File: config.mk
export PLATFORM = sky130hd
export DESIGN_NAME = cpu_8bit_load_unit
export DESIGN_NICKNAME = d
export VERILOG_FILES = /design/src/hdl/cul_pkg.sv /design/src/hdl/cpu_8bit_load_unit.sv
export VERILOG_INCLUDE_DIRS = /design/src /design/src/hdl
export SDC_FILE = /design/constraint.sdc
export NUM_CORES = 1
export LEC_CHECK = 0
export ABC_AREA = 1
export BUFFER_PORTS_ARGS = -buffer_cell sky130_fd_sc_hd__buf_2
export CAP_MARGIN = 20
export CORE_AREA = 2 2 171 173
export CTS_CLUSTER_DIAMETER = 30
export DETAILED_ROUTE_END_ITERATION = 8
export DIE_AREA = 0 0 173 175
export HOLD_SLACK_MARGIN = 0.08
export PLACE_DENSITY = 0.58
export SLEW_MARGIN = 20
export SYNTH_ARGS = -nofsm -noshare
export SYNTH_HDL_FRONTEND = slang
export SYNTH_SLANG_ARGS = --single-unit
File: constraint.sdc
create_clock -name clock -period 5.64 [get_ports clock]
set_clock_uncertainty 0.1 [all_clocks]
set_input_delay 1.128 -clock clock [delete_from_list [all_inputs] [get_ports clock]]
set_output_delay 1.128 -clock clock [all_outputs]
set_load 0.01 [all_outputs]
File: src/hdl/cpu_8bit_load_unit_defines.svh
// Assertion macros for the 8-bit load unit.
// No dependencies; included by the top level.
`ifndef CPU_8BIT_LOAD_UNIT_DEFINES_SVH
`define CPU_8BIT_LOAD_UNIT_DEFINES_SVH

`ifndef SYNTH
`define CUL_ASSERT_IMP(lbl, ante, cons) \
   lbl: assert property (@(posedge clock) disable iff (reset) (ante) |-> (cons)) \
      else $error("load unit check failed");
`define CUL_ASSERT_NXT(lbl, ante, cons) \
   lbl: assert property (@(posedge clock) disable iff (reset) (ante) |=> (cons)) \
      else $error("load unit check failed");
`else
`define CUL_ASSERT_IMP(lbl, ante, cons)
`define CUL_ASSERT_NXT(lbl, ante, cons)
`endif

`endif

File: src/hdl/cul_pkg.sv
// Types, opcodes and register indexes of the 8-bit load unit.
// No dependencies; imported by cpu_8bit_load_unit.
package cul_pkg;

   typedef logic [2:0] idx_type;

   localparam idx_type IDX_B = 3'd0;
   localparam idx_type IDX_C = 3'd1;
   localparam idx_type IDX_D = 3'd2;
   localparam idx_type IDX_E = 3'd3;
   localparam idx_type IDX_H = 3'd4;
   localparam idx_type IDX_L = 3'd5;
   localparam idx_type IDX_A = 3'd6;
   localparam idx_type IDX_NONE = 3'd7;
   localparam int RF_DEPTH = 7;

   // operand codes in the opcode byte
   localparam logic [2:0] CODE_MEM = 3'd6;
   localparam logic [2:0] CODE_A = 3'd7;

   localparam logic [15:0] HIGH_PAGE = 16'hFF00;

   localparam logic [7:0] OP_MOVE_LO   = 8'h40;
   localparam logic [7:0] OP_MOVE_HI   = 8'h7F;
   localparam logic [7:0] OP_HALT      = 8'h76;
   localparam logic [7:0] OP_ST_BC     = 8'h02;
   localparam logic [7:0] OP_ST_DE     = 8'h12;
   localparam logic [7:0] OP_ST_HLI    = 8'h22;
   localparam logic [7:0] OP_ST_HLD    = 8'h32;
   localparam logic [7:0] OP_LD_BC     = 8'h0A;
   localparam logic [7:0] OP_LD_DE     = 8'h1A;
   localparam logic [7:0] OP_LD_HLI    = 8'h2A;
   localparam logic [7:0] OP_LD_HLD    = 8'h3A;
   localparam logic [7:0] OP_ST_HIGH_N = 8'hE0;
   localparam logic [7:0] OP_ST_HIGH_C = 8'hE2;
   localparam logic [7:0] OP_ST_ABS    = 8'hEA;
   localparam logic [7:0] OP_LD_HIGH_N = 8'hF0;
   localparam logic [7:0] OP_LD_HIGH_C = 8'hF2;
   localparam logic [7:0] OP_LD_ABS    = 8'hFA;

   localparam logic FUNC_INSTR = 1'b0;
   localparam logic FUNC_RDATA = 1'b1;

   // input word, last field in the lowest bits
   typedef struct packed {
      logic [7:0] read_data;
      logic [7:0] imm_hi;
      logic [7:0] imm_lo;
      logic [7:0] opcode;
   } req_type;

   // result word, last field in the lowest bits
   typedef struct packed {
      logic [4:0]  pad;
      logic [15:0] reg_hl;
      logic [15:0] reg_de;
      logic [15:0] reg_bc;
      logic [7:0]  reg_acc;
      logic        unsupported;
      logic [7:0]  mem_wdata;
      logic [15:0] mem_address;
      logic        mem_write;
      logic        mem_valid;
   } rsp_type;

   function automatic idx_type code_to_index(input logic [2:0] code);
      return (code == CODE_A) ? IDX_A : idx_type'(code);
   endfunction

endpackage

File: src/hdl/cpu_8bit_load_unit.sv
// Top level of the 8-bit load unit: input register, decode and register file, result register.
// Depends on cul_pkg and cpu_8bit_load_unit_defines.svh.
//
// channel  dir  tdata                                             tuser
// req      in   opcode, imm_lo, imm_hi, read_data                 func
// rsp      out  mem_valid, mem_write, mem_address, mem_wdata,     -
//               unsupported, reg_acc, reg_bc, reg_de, reg_hl
//
// One word per cycle while rsp is not stalled; a taken word passes the input register, then the result register.
// The limit is the register file update, done once per word in the decode stage.
// Reset clears the register file, the pending read and both stage valids.
// A stalled rsp holds its word; req keeps taking a word while the input register can move on.
`include "cpu_8bit_load_unit_defines.svh"

module cpu_8bit_load_unit
   import cul_pkg::*;
(
   input  logic        clock,
   input  logic        reset,
   input  logic        req_tvalid,
   output logic        req_tready,
   input  logic [31:0] req_tdata,   // opcode, imm_lo, imm_hi, read_data
   input  logic        req_tuser,   // func
   output logic        rsp_tvalid,
   input  logic        rsp_tready,
   output logic [87:0] rsp_tdata    // mem_valid, mem_write, mem_address, mem_wdata,
                                    // unsupported, reg_acc, reg_bc, reg_de, reg_hl, zero pad
);

   logic        s1_valid_ff, s1_valid_in;
   req_type     s1_data_ff;
   logic        s1_func_ff;
   logic        rsp_valid_ff, rsp_valid_in;
   rsp_type     rsp_data_ff, rsp_data_in;

   logic [7:0]  rf_ff [RF_DEPTH];
   logic [7:0]  rf_in [RF_DEPTH];
   logic        pending_ff, pending_in;
   idx_type     target_ff, target_in;

   logic        req_take;
   logic        rsp_load;

   logic [7:0]  op;
   logic [2:0]  dcode, scode;
   logic [15:0] hl, hl_inc, hl_dec;
   logic        acc_valid, acc_write, supported, is_read;
   logic [15:0] acc_addr;
   logic [7:0]  acc_wdata;
   idx_type     rd_target;

   assign rsp_load   = s1_valid_ff && (!rsp_valid_ff || rsp_tready);
   assign req_tready = !s1_valid_ff || rsp_load;
   assign req_take   = req_tvalid && req_tready;

   assign s1_valid_in  = req_take ? 1'b1 : (rsp_load ? 1'b0 : s1_valid_ff);
   assign rsp_valid_in = rsp_load ? 1'b1 : (rsp_tready ? 1'b0 : rsp_valid_ff);

   assign op     = s1_data_ff.opcode;
   assign dcode  = op[5:3];
   assign scode  = op[2:0];
   assign hl     = {rf_ff[IDX_H], rf_ff[IDX_L]};
   assign hl_inc = hl + 16'd1;
   assign hl_dec = hl - 16'd1;

   always_comb begin
      rf_in      = rf_ff;
      pending_in = pending_ff;
      target_in  = target_ff;
      acc_valid  = 1'b0;
      acc_write  = 1'b0;
      acc_addr   = 16'd0;
      acc_wdata  = 8'd0;
      supported  = 1'b1;
      is_read    = 1'b0;
      rd_target  = IDX_B;

      if (s1_func_ff == FUNC_RDATA) begin
         // returned byte with nothing pending is dropped
         if (pending_ff) begin
            if (target_ff != IDX_NONE) begin
               rf_in[target_ff] = s1_data_ff.read_data;
            end
            pending_in = 1'b0;
         end
      end else begin
         if (op inside {[OP_MOVE_LO:OP_MOVE_HI]} && op != OP_HALT) begin
            if (scode == CODE_MEM) begin
               is_read   = 1'b1;
               acc_addr  = hl;
               rd_target = code_to_index(dcode);
            end else if (dcode == CODE_MEM) begin
               acc_valid = 1'b1;
               acc_write = 1'b1;
               acc_addr  = hl;
               acc_wdata = rf_ff[code_to_index(scode)];
            end else begin
               rf_in[code_to_index(dcode)] = rf_ff[code_to_index(scode)];
            end
         end else if (op[7:6] == 2'b00 && scode == CODE_MEM) begin
            if (dcode == CODE_MEM) begin
               acc_valid = 1'b1;
               acc_write = 1'b1;
               acc_addr  = hl;
               acc_wdata = s1_data_ff.imm_lo;
            end else begin
               rf_in[code_to_index(dcode)] = s1_data_ff.imm_lo;
            end
         end else begin
            rd_target = IDX_A;
            case (op)
               OP_ST_BC: begin
                  acc_valid = 1'b1;
                  acc_write = 1'b1;
                  acc_addr  = {rf_ff[IDX_B], rf_ff[IDX_C]};
                  acc_wdata = rf_ff[IDX_A];
               end
               OP_ST_DE: begin
                  acc_valid = 1'b1;
                  acc_write = 1'b1;
                  acc_addr  = {rf_ff[IDX_D], rf_ff[IDX_E]};
                  acc_wdata = rf_ff[IDX_A];
               end
               OP_ST_HLI: begin
                  acc_valid = 1'b1;
                  acc_write = 1'b1;
                  acc_addr  = hl;
                  acc_wdata = rf_ff[IDX_A];
                  {rf_in[IDX_H], rf_in[IDX_L]} = hl_inc;
               end
               OP_ST_HLD: begin
                  acc_valid = 1'b1;
                  acc_write = 1'b1;
                  acc_addr  = hl;
                  acc_wdata = rf_ff[IDX_A];
                  {rf_in[IDX_H], rf_in[IDX_L]} = hl_dec;
               end
               OP_LD_BC: begin
                  is_read  = 1'b1;
                  acc_addr = {rf_ff[IDX_B], rf_ff[IDX_C]};
               end
               OP_LD_DE: begin
                  is_read  = 1'b1;
                  acc_addr = {rf_ff[IDX_D], rf_ff[IDX_E]};
               end
               OP_LD_HLI: begin
                  is_read  = 1'b1;
                  acc_addr = hl;
                  {rf_in[IDX_H], rf_in[IDX_L]} = hl_inc;
               end
               OP_LD_HLD: begin
                  is_read  = 1'b1;
                  acc_addr = hl;
                  {rf_in[IDX_H], rf_in[IDX_L]} = hl_dec;
               end
               OP_ST_HIGH_N: begin
                  acc_valid = 1'b1;
                  acc_write = 1'b1;
                  acc_addr  = HIGH_PAGE | {8'd0, s1_data_ff.imm_lo};
                  acc_wdata = rf_ff[IDX_A];
               end
               OP_ST_HIGH_C: begin
                  acc_valid = 1'b1;
                  acc_write = 1'b1;
                  acc_addr  = HIGH_PAGE | {8'd0, rf_ff[IDX_C]};
                  acc_wdata = rf_ff[IDX_A];
               end
               OP_ST_ABS: begin
                  acc_valid = 1'b1;
                  acc_write = 1'b1;
                  acc_addr  = {s1_data_ff.imm_hi, s1_data_ff.imm_lo};
                  acc_wdata = rf_ff[IDX_A];
               end
               OP_LD_HIGH_N: begin
                  is_read  = 1'b1;
                  acc_addr = HIGH_PAGE | {8'd0, s1_data_ff.imm_lo};
               end
               OP_LD_HIGH_C: begin
                  is_read  = 1'b1;
                  acc_addr = HIGH_PAGE | {8'd0, rf_ff[IDX_C]};
               end
               OP_LD_ABS: begin
                  is_read  = 1'b1;
                  acc_addr = {s1_data_ff.imm_hi, s1_data_ff.imm_lo};
               end
               default: begin
                  supported = 1'b0;
               end
            endcase
         end

         // a supported instruction cancels any pending read
         if (supported) begin
            pending_in = 1'b0;
            if (is_read) begin
               acc_valid  = 1'b1;
               acc_write  = 1'b0;
               acc_wdata  = 8'd0;
               pending_in = 1'b1;
               target_in  = rd_target;
            end
         end
      end

      rsp_data_in.pad         = '0;
      rsp_data_in.mem_valid   = acc_valid;
      rsp_data_in.mem_write   = acc_valid && acc_write;
      rsp_data_in.mem_address = acc_valid ? acc_addr : 16'd0;
      rsp_data_in.mem_wdata   = (acc_valid && acc_write) ? acc_wdata : 8'd0;
      rsp_data_in.unsupported = !supported;
      rsp_data_in.reg_acc     = rf_in[IDX_A];
      rsp_data_in.reg_bc      = {rf_in[IDX_B], rf_in[IDX_C]};
      rsp_data_in.reg_de      = {rf_in[IDX_D], rf_in[IDX_E]};
      rsp_data_in.reg_hl      = {rf_in[IDX_H], rf_in[IDX_L]};
   end

   always_ff @(posedge clock) begin
      if (reset) begin
         s1_valid_ff  <= 1'b0;
         rsp_valid_ff <= 1'b0;
         pending_ff   <= 1'b0;
         target_ff    <= IDX_B;
         for (int i = 0; i < RF_DEPTH; i++) begin
            rf_ff[i] <= 8'd0;
         end
      end else begin
         s1_valid_ff  <= s1_valid_in;
         rsp_valid_ff <= rsp_valid_in;
         // commit state only as the word moves into the result register
         if (rsp_load) begin
            pending_ff <= pending_in;
            target_ff  <= target_in;
            rf_ff      <= rf_in;
         end
      end
   end

   always_ff @(posedge clock) begin
      if (req_take) begin
         s1_data_ff <= req_tdata;
         s1_func_ff <= req_tuser;
      end
      if (rsp_load) begin
         rsp_data_ff <= rsp_data_in;
      end
   end

   assign rsp_tvalid = rsp_valid_ff;
   assign rsp_tdata  = rsp_data_ff;

   `CUL_ASSERT_IMP(a_stall_blocks_input, s1_valid_ff && rsp_valid_ff && !rsp_tready, !req_tready)
   `CUL_ASSERT_NXT(a_read_goes_pending, rsp_load && rsp_data_in.mem_valid && !rsp_data_in.mem_write, pending_ff && rsp_valid_ff)
   `CUL_ASSERT_NXT(a_unsup_keeps_acc, rsp_load && rsp_data_in.unsupported, rsp_data_ff.reg_acc == $past(rf_ff[IDX_A]) && !rsp_data_ff.mem_valid)
   `CUL_ASSERT_NXT(a_rdata_clears_pending, rsp_load && s1_func_ff == FUNC_RDATA, !pending_ff && !rsp_data_ff.mem_valid)

endmodule

# After elaboration in Yosys (flattened, before gate mapping)
# Index checks and enable logic that the tools add are counted.
op_classes:
  n_addsub: 2
  magnitude_cmp: 7
  n_eq_ne: 20
  n_mux: 67
  n_bitwise: 6
  n_reduce_logical: 32
op_table:
  columns: ["operator", "count"]
  rows:
  - ["$mux 56", 7]
  - ["$bwmux 56", 3]
  - ["$mux 8", 13]
  - ["$pmux 16 s6", 1]
  - ["$mux 16", 5]
  - ["$demux 8 s3", 2]
  - ["$eq 8x8->1 const B", 6]
  - ["$eq 8x6->1 const B", 4]
  - ["$mux 32", 1]
  - ["$pmux 16 s2", 1]
  - ["$mux 1", 28]
  - ["$bmux 8 s3", 1]
  - ["$reduce_or 2->1", 9]
  - ["$add 16x1->16 const B", 1]
  - ["$eq 8x5->1 const B", 2]
  - ["$sub 16x1->16 const B", 1]
  - ["$mux 3", 5]
  - ["$reduce_or 14->1", 1]
  - ["$reduce_or 7->1", 2]
  - ["$eq 3x3->1 const B", 4]
  - ["$ge 4x4->1 const B", 3]
  - ["$not 3->4", 3]
  - ["$eq 8x2->1 const B", 1]
  - ["$eq 8x4->1 const B", 1]
  - ["other kinds (14)", 29]
totals:
  register_bits: 178
  inputBits: 37
  out_inout_bits: 90
  elab_cells: 159

# Logic depth before layout (Yosys ltp)
# Gate-level depths: netlist (run 1).
depth:
  depth_word: 12
  depth_mapped: 25
  mapped_depth_nobuf: 24

# Worst setup path before layout (run 1)
# Ideal clock, no wire load.
synth_timing:
  path_type: "input port to flip-flop"
  from: "input rsp_tready"
  to: "register rsp_data_ff (netlist bit rsp_tdata[0]) (enable)"
  setup_ns: 0.480
  arrival_time_ns: 4.004
  required_ns: 5.060
  setup_slack_ns: 1.057
  path_stages: 5
  path_buffers: 1
  path_cell_list: "inv_1 > nand2_1 > nand2_1 > inv_1 > clkbuf_1"
synth_via:
  elab_chain_len: 2
synth_rtl:
  columns: ["element", "line_no", "rtl"]
  rows:
  - ["start, declared", "cpu_8bit_load_unit.sv:25", "input logic rsp_tready,"]
  - ["$logic_or 1x1->1", "cpu_8bit_load_unit.sv:52", "assign rsp_load = s1_valid_ff && (!rsp_valid_ff || rsp_tready);"]
  - ["$logic_and 1x1->1", "cpu_8bit_load_unit.sv:52", null]
  - ["via rsp_load", "cpu_8bit_load_unit.sv:42", "logic rsp_load;"]
  - ["end signal, assigned", "cpu_8bit_load_unit.sv:244", "rsp_data_ff <= rsp_data_in;"]
  - ["end, declared", "cpu_8bit_load_unit.sv:34", "rsp_type rsp_data_ff, rsp_data_in;"]
# The timed path passes the listed nets, and every way through them passes these cells.
# A chain may end at the register's enable or synchronous reset.

# Worst setup path after layout (run 1)
layout_timing:
  from: "register s1_data_ff (netlist bit op[1])"
  to: "register rf_ff (netlist bit hl[14])"
layout_via:
  elab_chain_len: 11
  elab_cells_between_ends: 26
  cone_classes: "order compare: 2; eq/ne: 7; mux: 11; bitwise: 1; reduce/logical: 5"
layout_rtl:
  columns: ["element", "line_no", "rtl"]
  rows:
  - ["start, declared", "cpu_8bit_load_unit.sv:31", "req_type s1_data_ff;"]
  - ["start signal, assigned", "cpu_8bit_load_unit.sv:240", "s1_data_ff <= req_tdata;"]
  - ["$eq 3x3->1", "cul_pkg.sv:67", "return (code == CODE_A) ? IDX_A : idx_type'(code);"]
  - ["$mux 3", "cul_pkg.sv:67", null]
  - ["$not 3->4 (implied by the code)", "cpu_8bit_load_unit.sv:98", "rf_in[code_to_index(dcode)] = rf_ff[code_to_index(scode)];"]
  - ["$bmux 8 s3", "cpu_8bit_load_unit.sv:98", null]
  - ["$mux 8 (implied by the code) (2 in a row)", "cpu_8bit_load_unit.sv:98", null]
  - ["$bwmux 56", "cpu_8bit_load_unit.sv:98", null]
  - ["$mux 56", "cpu_8bit_load_unit.sv:92", "end else if (dcode == CODE_MEM) begin"]
  - ["$mux 56", "cpu_8bit_load_unit.sv:88", "if (scode == CODE_MEM) begin"]
  - ["$mux 56 *", "cpu_8bit_load_unit.sv:87", "if (op inside {[OP_MOVE_LO:OP_MOVE_HI]} && op != OP_HALT) begin"]
  - ["$mux 56 *", "cpu_8bit_load_unit.sv:78", "if (s1_func_ff == FUNC_RDATA) begin"]
  - ["end signal, assigned", "cpu_8bit_load_unit.sv:233", "rf_ff <= rf_in;"]
  - ["end, declared", "cpu_8bit_load_unit.sv:36", "logic [7:0] rf_ff [RF_DEPTH];"]
# Every way passes the cells marked *; elsewhere a longest branch is shown, timed or not. The select of a mux whose other input is x is not followed.

==> flow_summary_export.csv, run 1 <==
group,metric,value,unit
worst_setup_path,crit_path_max_incr_delay,0.89,ns
final_layout,drive_gt1_frac,0.137,
worst_setup_path,cp.arrival,3.99,ns
final_layout,area_growth,12.0,%
timing,timing.final.hold_violations,0,
final_layout,multi_input_area,0.00534,sq mm
clocking,worst_skew_pair.late_latency,0.46,ns
floorplan,io_pins,127,
worst_setup_path,cpMostUsedCell,"sky130_fd_sc_hd__nand2_1",
synthesis,synth_top_cell_by_area,"sky130_fd_sc_hd__edfxtp_1",
worst_setup_path,crit_fanout,22,
worst_setup_path,cp_cell_sequence,"nand2_1 -> nor2_1 -> nand2_2 -> nor2_1 -> buf_4 -> inv_1 -> fa_1 -> inv_1 -> nand3_1 -> nand2_1 -> nand2_1 -> nand2_1 -> nand3_1 -> nand3_1 -> nand2_1 -> o21ai_1 -> nand2_1 -> nand2_1 -> nand3_1 -> nand2_1 -> inv_1",
min_path,worst_min_path_class,"flop to flop",
timing,maxSlewViolCount,0,
synthesis,synth.lib_cells_used.distinct,46,
worst_setup_path,criticalPathCategory,"flop to flop",
placed_design,detailedPlacementHpwl,29.9,mm
timing,final_min_period_over_clock_period,0.661,
floorplan,die_width,173,microns
route,drtAntennaViolNets,0,
placed_design,post_detailed_placement_cell_area,0.0120,sq mm
global_routing,global_route.overflow_total,0,
route,dr.pass1.iters,8,
clocking,clock-root-buffer,"sky130_fd_sc_hd__clkbuf_16",
global_routing,grt.total_usage,0.283,
clocking,tritoncts,"done",
synthesis,async_flop_share,0,
synthesis,yosys_warnings,0,
status,run_status,"finished clean",
floorplan,core,0.0284,sq mm
route,vias_per_cell,5.72,
clocking,postCtsSetupRepairBufs,0,
synthesis,synthCells,1495,
synthesis,post_synth_edffs,116,
power_and_ir_drop,power-per-cell-area,272,mW/mm^2
synthesis,syn_avg_cell_area,7.50,sq um
final_layout,ff_latch_area,0.00472,sq mm
floorplan,floorplan.initialDensity,0.395,
route,routed-via-count,11265,
synthesis,postSynthRegisterBits,178,
synthesis,synth.top_cell.area_share,0.311,
final_layout,nets,1624,
power_and_ir_drop,vdd_ir_drop_max,0.199,mV
clocking,clkSinkCount,178,
worst_setup_path,critPathCaptureType,"flop",
clocking,cts_hold_repair.buffers,0,
global_routing,grt_first_pass_wirelength,64.0,mm
global_routing,maximum_number_of_pins_on_one_net_before_global_route_repair,91,
global_routing,vias_in_the_first_global_route,9997,
placed_design,port-buffer-count,121,
timing,finalSetupViolations,0,
clocking,clock_tree.buffer_depth,2,
timing,fin_crit,3.73,ns
timing,achievable-frequency,0.268,GHz
floorplan,design.die.area,0.0303,sq mm
job,cap_violations,0,
route,detail_route.wl_per_cell,22.2,microns
timing,timing.max_slew.rel_slack,0.293,
clocking,cts_resized,0,
synthesis,synth_area_leaders,"sky130_fd_sc_hd__edfxtp_1, sky130_fd_sc_hd__a21oi_1, sky130_fd_sc_hd__dfxtp_1",
final_layout,filler_cells_inserted,2925,
synthesis,ys_seq_area_frac,0.422,
synthesis,syn_area,0.0112,sq mm
final_layout,finalInstanceArea,0.0126,sq mm
worst_setup_path,worstPathRequired,5.90,ns
worst_setup_path,setup.worst_path.start_class,"flop",
power_and_ir_drop,power_leakage,0.00549,uW
clocking,numCtsBuffers,17,
timing,grt_setup_unrepaired,"no",
route,wl,43.7,mm
floorplan,rows,62,
floorplan,dieHeight,175,microns
clocking,cts_max_level,4,
route,number_of_remaining_drc_errors,0,
timing,timing_worst_slew_pin_value,1.06,ns
synthesis,synth_flop_cell,"sky130_fd_sc_hd__edfxtp_1",
placed_design,globalplace.congestion,0.949,
timing,finalSetupTns,0,ns
final_layout,final_core_utilization,0.442,
route,drc_marker_count_from_the_first_detailed_route_iteration,1315,
global_routing,number_of_antenna_violations_at_the_first_check_in_global_routing,1,
clocking,clkTransAtPathRegs,0.08,ns
worst_setup_path,worst_path_max_delay_cell,"sky130_fd_sc_hd__edfxtp_1",
kinds of logic (layout without fill, tap and decap cells):
kind of cell    Yosys count  in the layout  synth area share
flops                   178            178             0.422
simple gates            428            428             0.168
other cells               1              6          0.000335
fa+ha+maj                17             17            0.0196
buf+inv                 275            359             0.104
compound gates          594            594             0.285
xor+xnor                  2              2           0.00156
worst paths after layout:
path                   start          to  slack, ns  cells past startpoint
setup / recovery       op[1]      hl[14]       1.91                     21
hold / removal    pending_ff  pending_ff       0.40                      2
setup reg to reg       op[1]      hl[14]       1.91                     21
hold reg to reg   pending_ff  pending_ff       0.40                      2
cell usage in the layout (no fill, tap or decap), types with 11 or more instances in the layout:
| master | n |
|---|---|
| sky130_fd_sc_hd__inv_2 | 13 |
| sky130_fd_sc_hd__edfxtp_1 | 116 |
| sky130_fd_sc_hd__o21ai_1 | 67 |
| sky130_fd_sc_hd__nor2_1 | 49 |
| sky130_fd_sc_hd__o21ai_0 | 152 |
| sky130_fd_sc_hd__o22ai_1 | 17 |
| sky130_fd_sc_hd__a221oi_1 | 11 |
| sky130_fd_sc_hd__ha_1 | 16 |
| sky130_fd_sc_hd__o211ai_1 | 12 |
| sky130_fd_sc_hd__inv_1 | 181 |
| sky130_fd_sc_hd__nand2_1 | 262 |
| sky130_fd_sc_hd__buf_2 | 121 |
| sky130_fd_sc_hd__clkbuf_16 | 17 |
| sky130_fd_sc_hd__a21oi_1 | 292 |
| sky130_fd_sc_hd__nand3_1 | 74 |
| sky130_fd_sc_hd__dfxtp_1 | 62 |
worst max-delay path: cells and delay by family (launching register included):
family,cells,cell delay (ns)
DFF,1,0.89
AOI/OAI and AO/OA,1,0.14
and+or+nand+nor,15,1.63
adders and majority gates,1,0.38
buffers and inverters,4,0.49
synthesized netlist by cell type, types with 9 or more instances:
library cell	number
sky130_fd_sc_hd__buf_2	13
sky130_fd_sc_hd__o211ai_1	12
sky130_fd_sc_hd__o22ai_1	17
sky130_fd_sc_hd__o21ai_1	67
sky130_fd_sc_hd__nor2_1	49
sky130_fd_sc_hd__a221oi_1	11
sky130_fd_sc_hd__ha_1	16
sky130_fd_sc_hd__nand3_1	74
sky130_fd_sc_hd__buf_6	9
sky130_fd_sc_hd__o21ai_0	152
sky130_fd_sc_hd__nand2_1	263
sky130_fd_sc_hd__a21oi_1	292
sky130_fd_sc_hd__inv_1	183
sky130_fd_sc_hd__clkbuf_1	36
sky130_fd_sc_hd__nand2_2	9
sky130_fd_sc_hd__dfxtp_1	62
sky130_fd_sc_hd__a31oi_1	10
sky130_fd_sc_hd__buf_4	11
sky130_fd_sc_hd__edfxtp_1	116
sky130_fd_sc_hd__inv_2	13
flip-flops by register name (all words and copies together), names as in the netlist:
signal       flops
rf_ff           40
op               8
s1_data_ff      24
s1_func_ff       1
target_ff        3
hl              16
rsp_tdata       83
s1_valid_ff      1
pending_ff       1
rsp_tvalid       1
routing by layer:
| metal | vias to the layer above | part of all wire | global-route usage |
|---|---|---|---|
| li1 | 5321 | - | - |
| met1 | 5151 | 0.43 | 0.400 |
| met2 | 671 | 0.42 | 0.419 |
| met3 | 120 | 0.10 | 0.0537 |
| met4 | 2 | 0.043 | 0.130 |
| met5 | - | 0.00025 | 0 |
cell type report:
cell class	count	share of cell area
diodes	1	0.000199
clock buffers	17	0.0339
clock inverters	15	0.0134
inverters	198	0.0599
multi-input cells	1046	0.425
flip-flops and latches	178	0.376
well taps	384	0.0383
repair buffers	129	0.0530
through the flow:
step / power, uW / hold WS (ns) / setup slack [ns] / cells
2_1_floorplan: 1950 / 0.363 / 1.06 / 1499
3_3_place_gp: 2170 / 0.376 / 2.07 / 1935
3_5_place_dp: 2170 / 0.388 / 2.03 / 1935
4_1_cts: 3410 / 0.401 / 1.99 / 1967
5_1_grt: 3530 / 0.422 / 1.59 / 1967
6_report: 3410 / 0.403 / 1.91 / 1968
power by group:
part	internal, uW	leakage [uW]	total, uW	switching, uW
registers	1480	0.00163	1580	99.7
clock network	634	0.000296	1250	616
logic	171	0.00356	583	411
total	2290	0.00549	3410	1130
Power figures use the tool's default switching activity.
==> run 2: changes to the inputs <==
clock period = 3.5 ns   (was 5.64 ns; I/O delays follow)
==> run 2 against run 1 <==
  * First-iteration DRC count rose by 17%
  * Sequential share of layout area fell by 0.31 points
  * Combinational power up 65%
  * Flip-flop and latch count unchanged
  * Clock power is 55% higher
  * Design area is 0.84% higher
  * Non-clock buffer count up 13
  * Hold slack worse by 0.077 ns
  * Largest cell class unchanged
  * Largest power group unchanged
  * Highest routed layer unchanged
==> flow_summary_export.csv, run 2 (synthesized netlist as in run 1, its figures left out) <==
group,metric,value,unit
route,vias_per_cell,5.74,
global_routing,vias_in_the_first_global_route,10239,
worst_setup_path,setup.worst_path.start_class,"flop",
floorplan,dieHeight,175,microns
worst_setup_path,cpMostUsedCell,"sky130_fd_sc_hd__nand2_1",
floorplan,core,0.0284,sq mm
clocking,cts_resized,0,
route,drtAntennaViolNets,0,
job,cap_violations,0,
route,wl,42.6,mm
final_layout,nets,1637,
floorplan,design.die.area,0.0303,sq mm
timing,final_min_period_over_clock_period,0.906,
worst_setup_path,crit_fanout,16,
timing,grt_setup_unrepaired,"no",
timing,maxSlewViolCount,0,
worst_setup_path,path_buf_inv,6,
worst_setup_path,crit_path_max_incr_delay,0.39,ns
power_and_ir_drop,power-per-cell-area,429,mW/mm^2
min_path,worst_min_path_class,"primary input to flop",
final_layout,mostFrequentLayoutCells,"sky130_fd_sc_hd__a21oi_1, sky130_fd_sc_hd__nand2_1, sky130_fd_sc_hd__inv_1",
worst_setup_path,critical_path.top_delay_family,"simple AND/OR/NAND/NOR gates",
timing,timing.max_slew.rel_slack,0.304,
global_routing,grt_first_pass_wirelength,63.9,mm
global_routing,global_route.overflow_total,0,
min_path,worstHoldStart,"req_tdata[26]",
worst_setup_path,cp.arrival,3.47,ns
timing,timing.final.hold_violations,0,
power_and_ir_drop,power_leakage,0.00554,uW
final_layout,finalInstanceArea,0.0127,sq mm
route,number_of_remaining_drc_errors,0,
final_layout,drive_gt1_frac,0.143,
clocking,postCtsSetupRepairBufs,0,
route,routed-via-count,11376,
clocking,cts_max_level,4,
clocking,tritoncts,"done",
clocking,clock-root-buffer,"sky130_fd_sc_hd__clkbuf_16",
timing,timing_worst_slew_pin_value,1.04,ns
min_path,hold_depth,1,
global_routing,number_of_antenna_violations_at_the_first_check_in_global_routing,2,
worst_setup_path,criticalPathCategory,"flop to flop",
route,drc_marker_count_from_the_first_detailed_route_iteration,1535,
final_layout,final_core_utilization,0.446,
worst_setup_path,rr_worst_depth,22,
worst_setup_path,worst_path_max_delay_cell,"sky130_fd_sc_hd__edfxtp_1",
clocking,worst_skew_pair.late_latency,0.45,ns
power_and_ir_drop,vdd_ir_drop_max,0.267,mV
placed_design,globalplace.congestion,0.981,
final_layout,area_growth,13.0,%
final_layout,filler_cells_inserted,2861,
timing,finalSetupTns,0,ns
final_layout,largest_register_ffs,83,
worst_setup_path,critPathCaptureType,"flop",
placed_design,post-place-ws,0.375,ns
global_routing,maximum_number_of_pins_on_one_net_before_global_route_repair,91,
worst_setup_path,worstPathRequired,3.79,ns
placed_design,port-buffer-count,121,
global_routing,grt.total_usage,0.279,
route,dr.pass1.iters,6,
clocking,clock_tree.buffer_depth,2,
floorplan,die_width,173,microns
worst_setup_path,cp_cell_sequence,"inv_1 -> nand2_1 -> inv_1 -> nand2_2 -> nor2_1 -> buf_4 -> inv_1 -> fa_1 -> inv_1 -> nand3_1 -> nand2_1 -> nand2_1 -> nand2_1 -> a21oi_1 -> or2_2 -> nand3_1 -> nand2_1 -> nand2_1 -> nand2_1 -> nand2_1 -> o21ai_1 -> inv_1",
timing,finalSetupViolations,0,
timing,timing.final.ws_setup,0.328,ns
timing,fin_crit,3.17,ns
route,detail_route.wl_per_cell,21.5,microns
clocking,numCtsBuffers,17,
clocking,clkSinkCount,178,
clocking,clkTransAtPathRegs,0.08,ns
min_path,whs_endpoint,"s1_data_ff[26]",
status,run_status,"finished clean",
floorplan,io_pins,127,
floorplan,rows,62,
clocking,cts_hold_repair.buffers,0,
placed_design,post_detailed_placement_cell_area,0.0121,sq mm
floorplan,floorplan.initialDensity,0.395,
placed_design,detailedPlacementHpwl,29.4,mm
final_layout,final_common_cell,"sky130_fd_sc_hd__a21oi_1",
worst_setup_path,startpoint_of_the_worst_register_to_register_path,"op[6]",
worst_setup_path,setup.reg_to_reg.worst_slack,0.33,ns
worst_setup_path,critical_path.reg2reg.endpoint,"hl[10]",
timing,achievable-frequency,0.315,GHz
## run 2: power breakdown
part	internal [uW]	total (uW)	switching (uW)
Combinational	289	960	671
Sequential	2380	2530	147
Clock	1010	1940	937
Total	3680	5430	1760
## run 2: routing by layer
metal / GRT usage / share of wire
met1: 0.398 / 0.43
met2: 0.405 / 0.42
met3: 0.0535 / 0.11
met4: 0.134 / 0.049
met5: 0 / 0.00031
## run 2: how the worst max path moves through the flow
stage,start,end,cells past startpoint
floorplan,op[0],hl[10],22
global placement,op[7],rsp_tdata[80],17
detailed placement,op[6],hl[10],22
CTS,op[7],hl[10],22
global route,op[6],hl[6],20
finish,op[6],hl[10],22
## run 2: area by class of cell
class | count | area, sq um | share of cell area
multi-input cells | 1046 | 5340 | 0.422
flip-flops and latches | 178 | 4720 | 0.373
repair buffers | 142 | 788 | 0.0623
inverters | 198 | 751 | 0.0593
well taps | 384 | 480 | 0.0379
clock buffers | 18 | 429 | 0.0339
clock inverters | 14 | 148 | 0.0117
diodes | 1 | 2.50 | 0.000198
## run 2: through the flow
step | hold WS (ns) | instances | power (uW)
final | 0.326 | 1981 | 5430
after global routing | 0.315 | 1980 | 5650
after CTS | 0.313 | 1980 | 5430
after detailed placement | 0.393 | 1948 | 3500
after global placement | 0.385 | 1948 | 3490
after floorplan | 0.363 | 1499 | 3140
==> run 3: changes to the inputs <==
BUFFER_PORTS_ARGS = default   (was -buffer_cell sky130_fd_sc_hd__buf_2)
DONT_BUFFER_PORTS = 1   (was default)
PLACE_DENSITY = 0.54   (was 0.58)
==> run 3 against run 2 <==
  * Via count down 3.5%
  * Critical endpoint is now rsp_tdata[80]
  * Clock-buffer cell count up 1
  * Highest routed layer is now met4
  * Clock power down 3%
==> flow_summary_export.csv, run 3 (synthesized netlist as in run 1, its figures left out) <==
group,metric,value,unit
status,run_status,"finished clean",
clocking,clock_tree.buffer_depth,2,
placed_design,globalplace.congestion,0.992,
worst_setup_path,critical_path.top_delay_family,"simple AND/OR/NAND/NOR gates",
timing,timing.max_slew.rel_slack,0.481,
timing,achievable-frequency,0.313,GHz
job,cap_violations,0,
placed_design,post-place-ws,0.344,ns
final_layout,largest_register_ffs,83,
worst_setup_path,cp.arrival,3.28,ns
timing,finalSetupTns,0,ns
route,vias_per_cell,5.89,
floorplan,io_pins,127,
min_path,worst_min_path_class,"primary input to flop",
worst_setup_path,crit_path_max_incr_delay,0.41,ns
worst_setup_path,cp_cell_sequence,"inv_1 -> nand2_1 -> inv_1 -> nand2_2 -> nor2_1 -> buf_6 -> ha_1 -> nand2_1 -> inv_1 -> a21oi_1 -> nor2_1 -> nor3_1 -> a21oi_1 -> o21ai_1 -> nand2_1 -> nand2_1 -> nand2_1",
timing,final_min_period_over_clock_period,0.912,
clocking,worst_skew_pair.late_latency,0.45,ns
clocking,clock-root-buffer,"sky130_fd_sc_hd__clkbuf_16",
floorplan,rows,62,
timing,timing.final.ws_setup,0.308,ns
final_layout,nets,1519,
power_and_ir_drop,cellInternalPower,3570,uW
route,drc_marker_count_from_the_first_detailed_route_iteration,1383,
timing,grt_setup_unrepaired,"no",
global_routing,grt_first_pass_wirelength,64.5,mm
global_routing,grt.total_usage,0.285,
worst_setup_path,path_buf_inv,4,
power_and_ir_drop,vdd_ir_drop_max,0.283,mV
clocking,clkTransAtPathRegs,0.08,ns
timing,maxSlewViolCount,0,
route,detail_route.wl_per_cell,23.5,microns
worst_setup_path,worstPathRequired,3.59,ns
worst_setup_path,crit_fanout,15,
global_routing,global_route.overflow_total,0,
worst_setup_path,setup.worst_path.start_class,"flop",
final_layout,area_growth,7.56,%
floorplan,floorplan.initialDensity,0.395,
global_routing,number_of_antenna_violations_at_the_first_check_in_global_routing,2,
route,wl,43.9,mm
placed_design,detailedPlacementHpwl,30.6,mm
final_layout,final_common_cell,"sky130_fd_sc_hd__a21oi_1",
placed_design,port-buffer-count,0,
worst_setup_path,cpMostUsedCell,"sky130_fd_sc_hd__nand2_1",
route,drtAntennaViolNets,0,
timing,finalSetupViolations,0,
clocking,postCtsSetupRepairBufs,0,
power_and_ir_drop,seq_power_share,0.484,
timing,timing.final.hold_violations,0,
worst_setup_path,criticalPathCategory,"flop to flop",
clocking,tritoncts,"done",
route,dr.pass1.iters,6,
power_and_ir_drop,power.share.clock,0.354,
power_and_ir_drop,power.switching_fraction,0.328,
timing,fin_crit,3.19,ns
worst_setup_path,critPathCaptureType,"flop",
route,routed-via-count,10976,
floorplan,core,0.0284,sq mm
power_and_ir_drop,power-per-cell-area,440,mW/mm^2
final_layout,filler_cells_inserted,2947,
floorplan,dieHeight,175,microns
global_routing,vias_in_the_first_global_route,9835,
timing,timing_worst_slew_pin_value,0.775,ns
floorplan,design.die.area,0.0303,sq mm
floorplan,die_width,173,microns
power_and_ir_drop,comb_power_share,0.161,
final_layout,mostFrequentLayoutCells,"sky130_fd_sc_hd__a21oi_1, sky130_fd_sc_hd__nand2_1, sky130_fd_sc_hd__inv_1",
power_and_ir_drop,power_leakage,0.00505,uW
clocking,clkSinkCount,178,
route,number_of_remaining_drc_errors,0,
clocking,numCtsBuffers,17,
worst_setup_path,worst_path_max_delay_cell,"sky130_fd_sc_hd__edfxtp_1",
global_routing,maximum_number_of_pins_on_one_net_before_global_route_repair,52,
final_layout,drive_gt1_frac,0.0744,
power_and_ir_drop,switchingPower,1740,uW
clocking,cts_max_level,4,
## run 3: worst register-to-register path: cells and delay by family, from the launching register on
kind	cells	cell delay, ns
AND/OR/NAND/NOR	9	1.07
buffers and inverters	4	0.53
AO/OA/AOI/OAI	3	0.50
flip-flops	1	0.41
adder cells (fa/ha/maj)	1	0.33
## run 3: power groups by stage
stage	clock (uW)	combinational, uW	sequential (uW)
2_1_floorplan	0	605	2530
3_3_place_gp	0	823	2610
3_5_place_dp	0	829	2610
4_1_cts	1910	833	2560
5_1_grt	1990	937	2580
6_report	1880	855	2570
## run 3: layout make-up
type                            instances  area (sq um)  area share
Multi-Input combinational cell       1046          5340       0.443
Sequential cell                       178          4720       0.392
Inverter                              198           751      0.0623
Tap cell                              384           480      0.0399
Clock buffer                           19           433      0.0359
Timing Repair Buffer                   24           196      0.0163
Clock inverter                         13           121      0.0101
Antenna cell                            2          5.00    0.000415
## run 3: layer usage
metal	part of all wire	track usage	vias up
met5	0	0	-
met4	0.041	0.125	0
met3	0.097	0.0624	113
met2	0.42	0.414	606
met1	0.44	0.407	5135
li1	-	-	5122
## run 3: through the flow
stage | hold WS (ns) | power (uW) | std cells | area [sq um] | util
6_report | 0.225 | 5310 | 1864 | 12100 | 0.425
5_1_grt | 0.217 | 5500 | 1862 | 12000 | 0.424
4_1_cts | 0.212 | 5300 | 1862 | 12000 | 0.424
3_5_place_dp | 0.384 | 3440 | 1830 | 11500 | 0.405
3_3_place_gp | 0.377 | 3430 | 1830 | 11500 | 0.405
2_1_floorplan | 0.363 | 3140 | 1499 | 11200 | -
## run 3: path summary, 6_finish.rpt
path / startpoint / end / slack (ns) / cells past startpoint
worst min register to register: pending_ff / pending_ff / 0.39 / 2
worst max-delay path: op[7] / rsp_tdata[80] / 0.31 / 17
worst min-delay path: reset / s1_valid_ff / 0.22 / 1
worst max register to register: op[7] / rsp_tdata[80] / 0.31 / 17
## run 3: repair_timing
action,CTS,global route
setup endpoints to repair,0,2
hold buffers,0,0
gates resized for setup,0,1
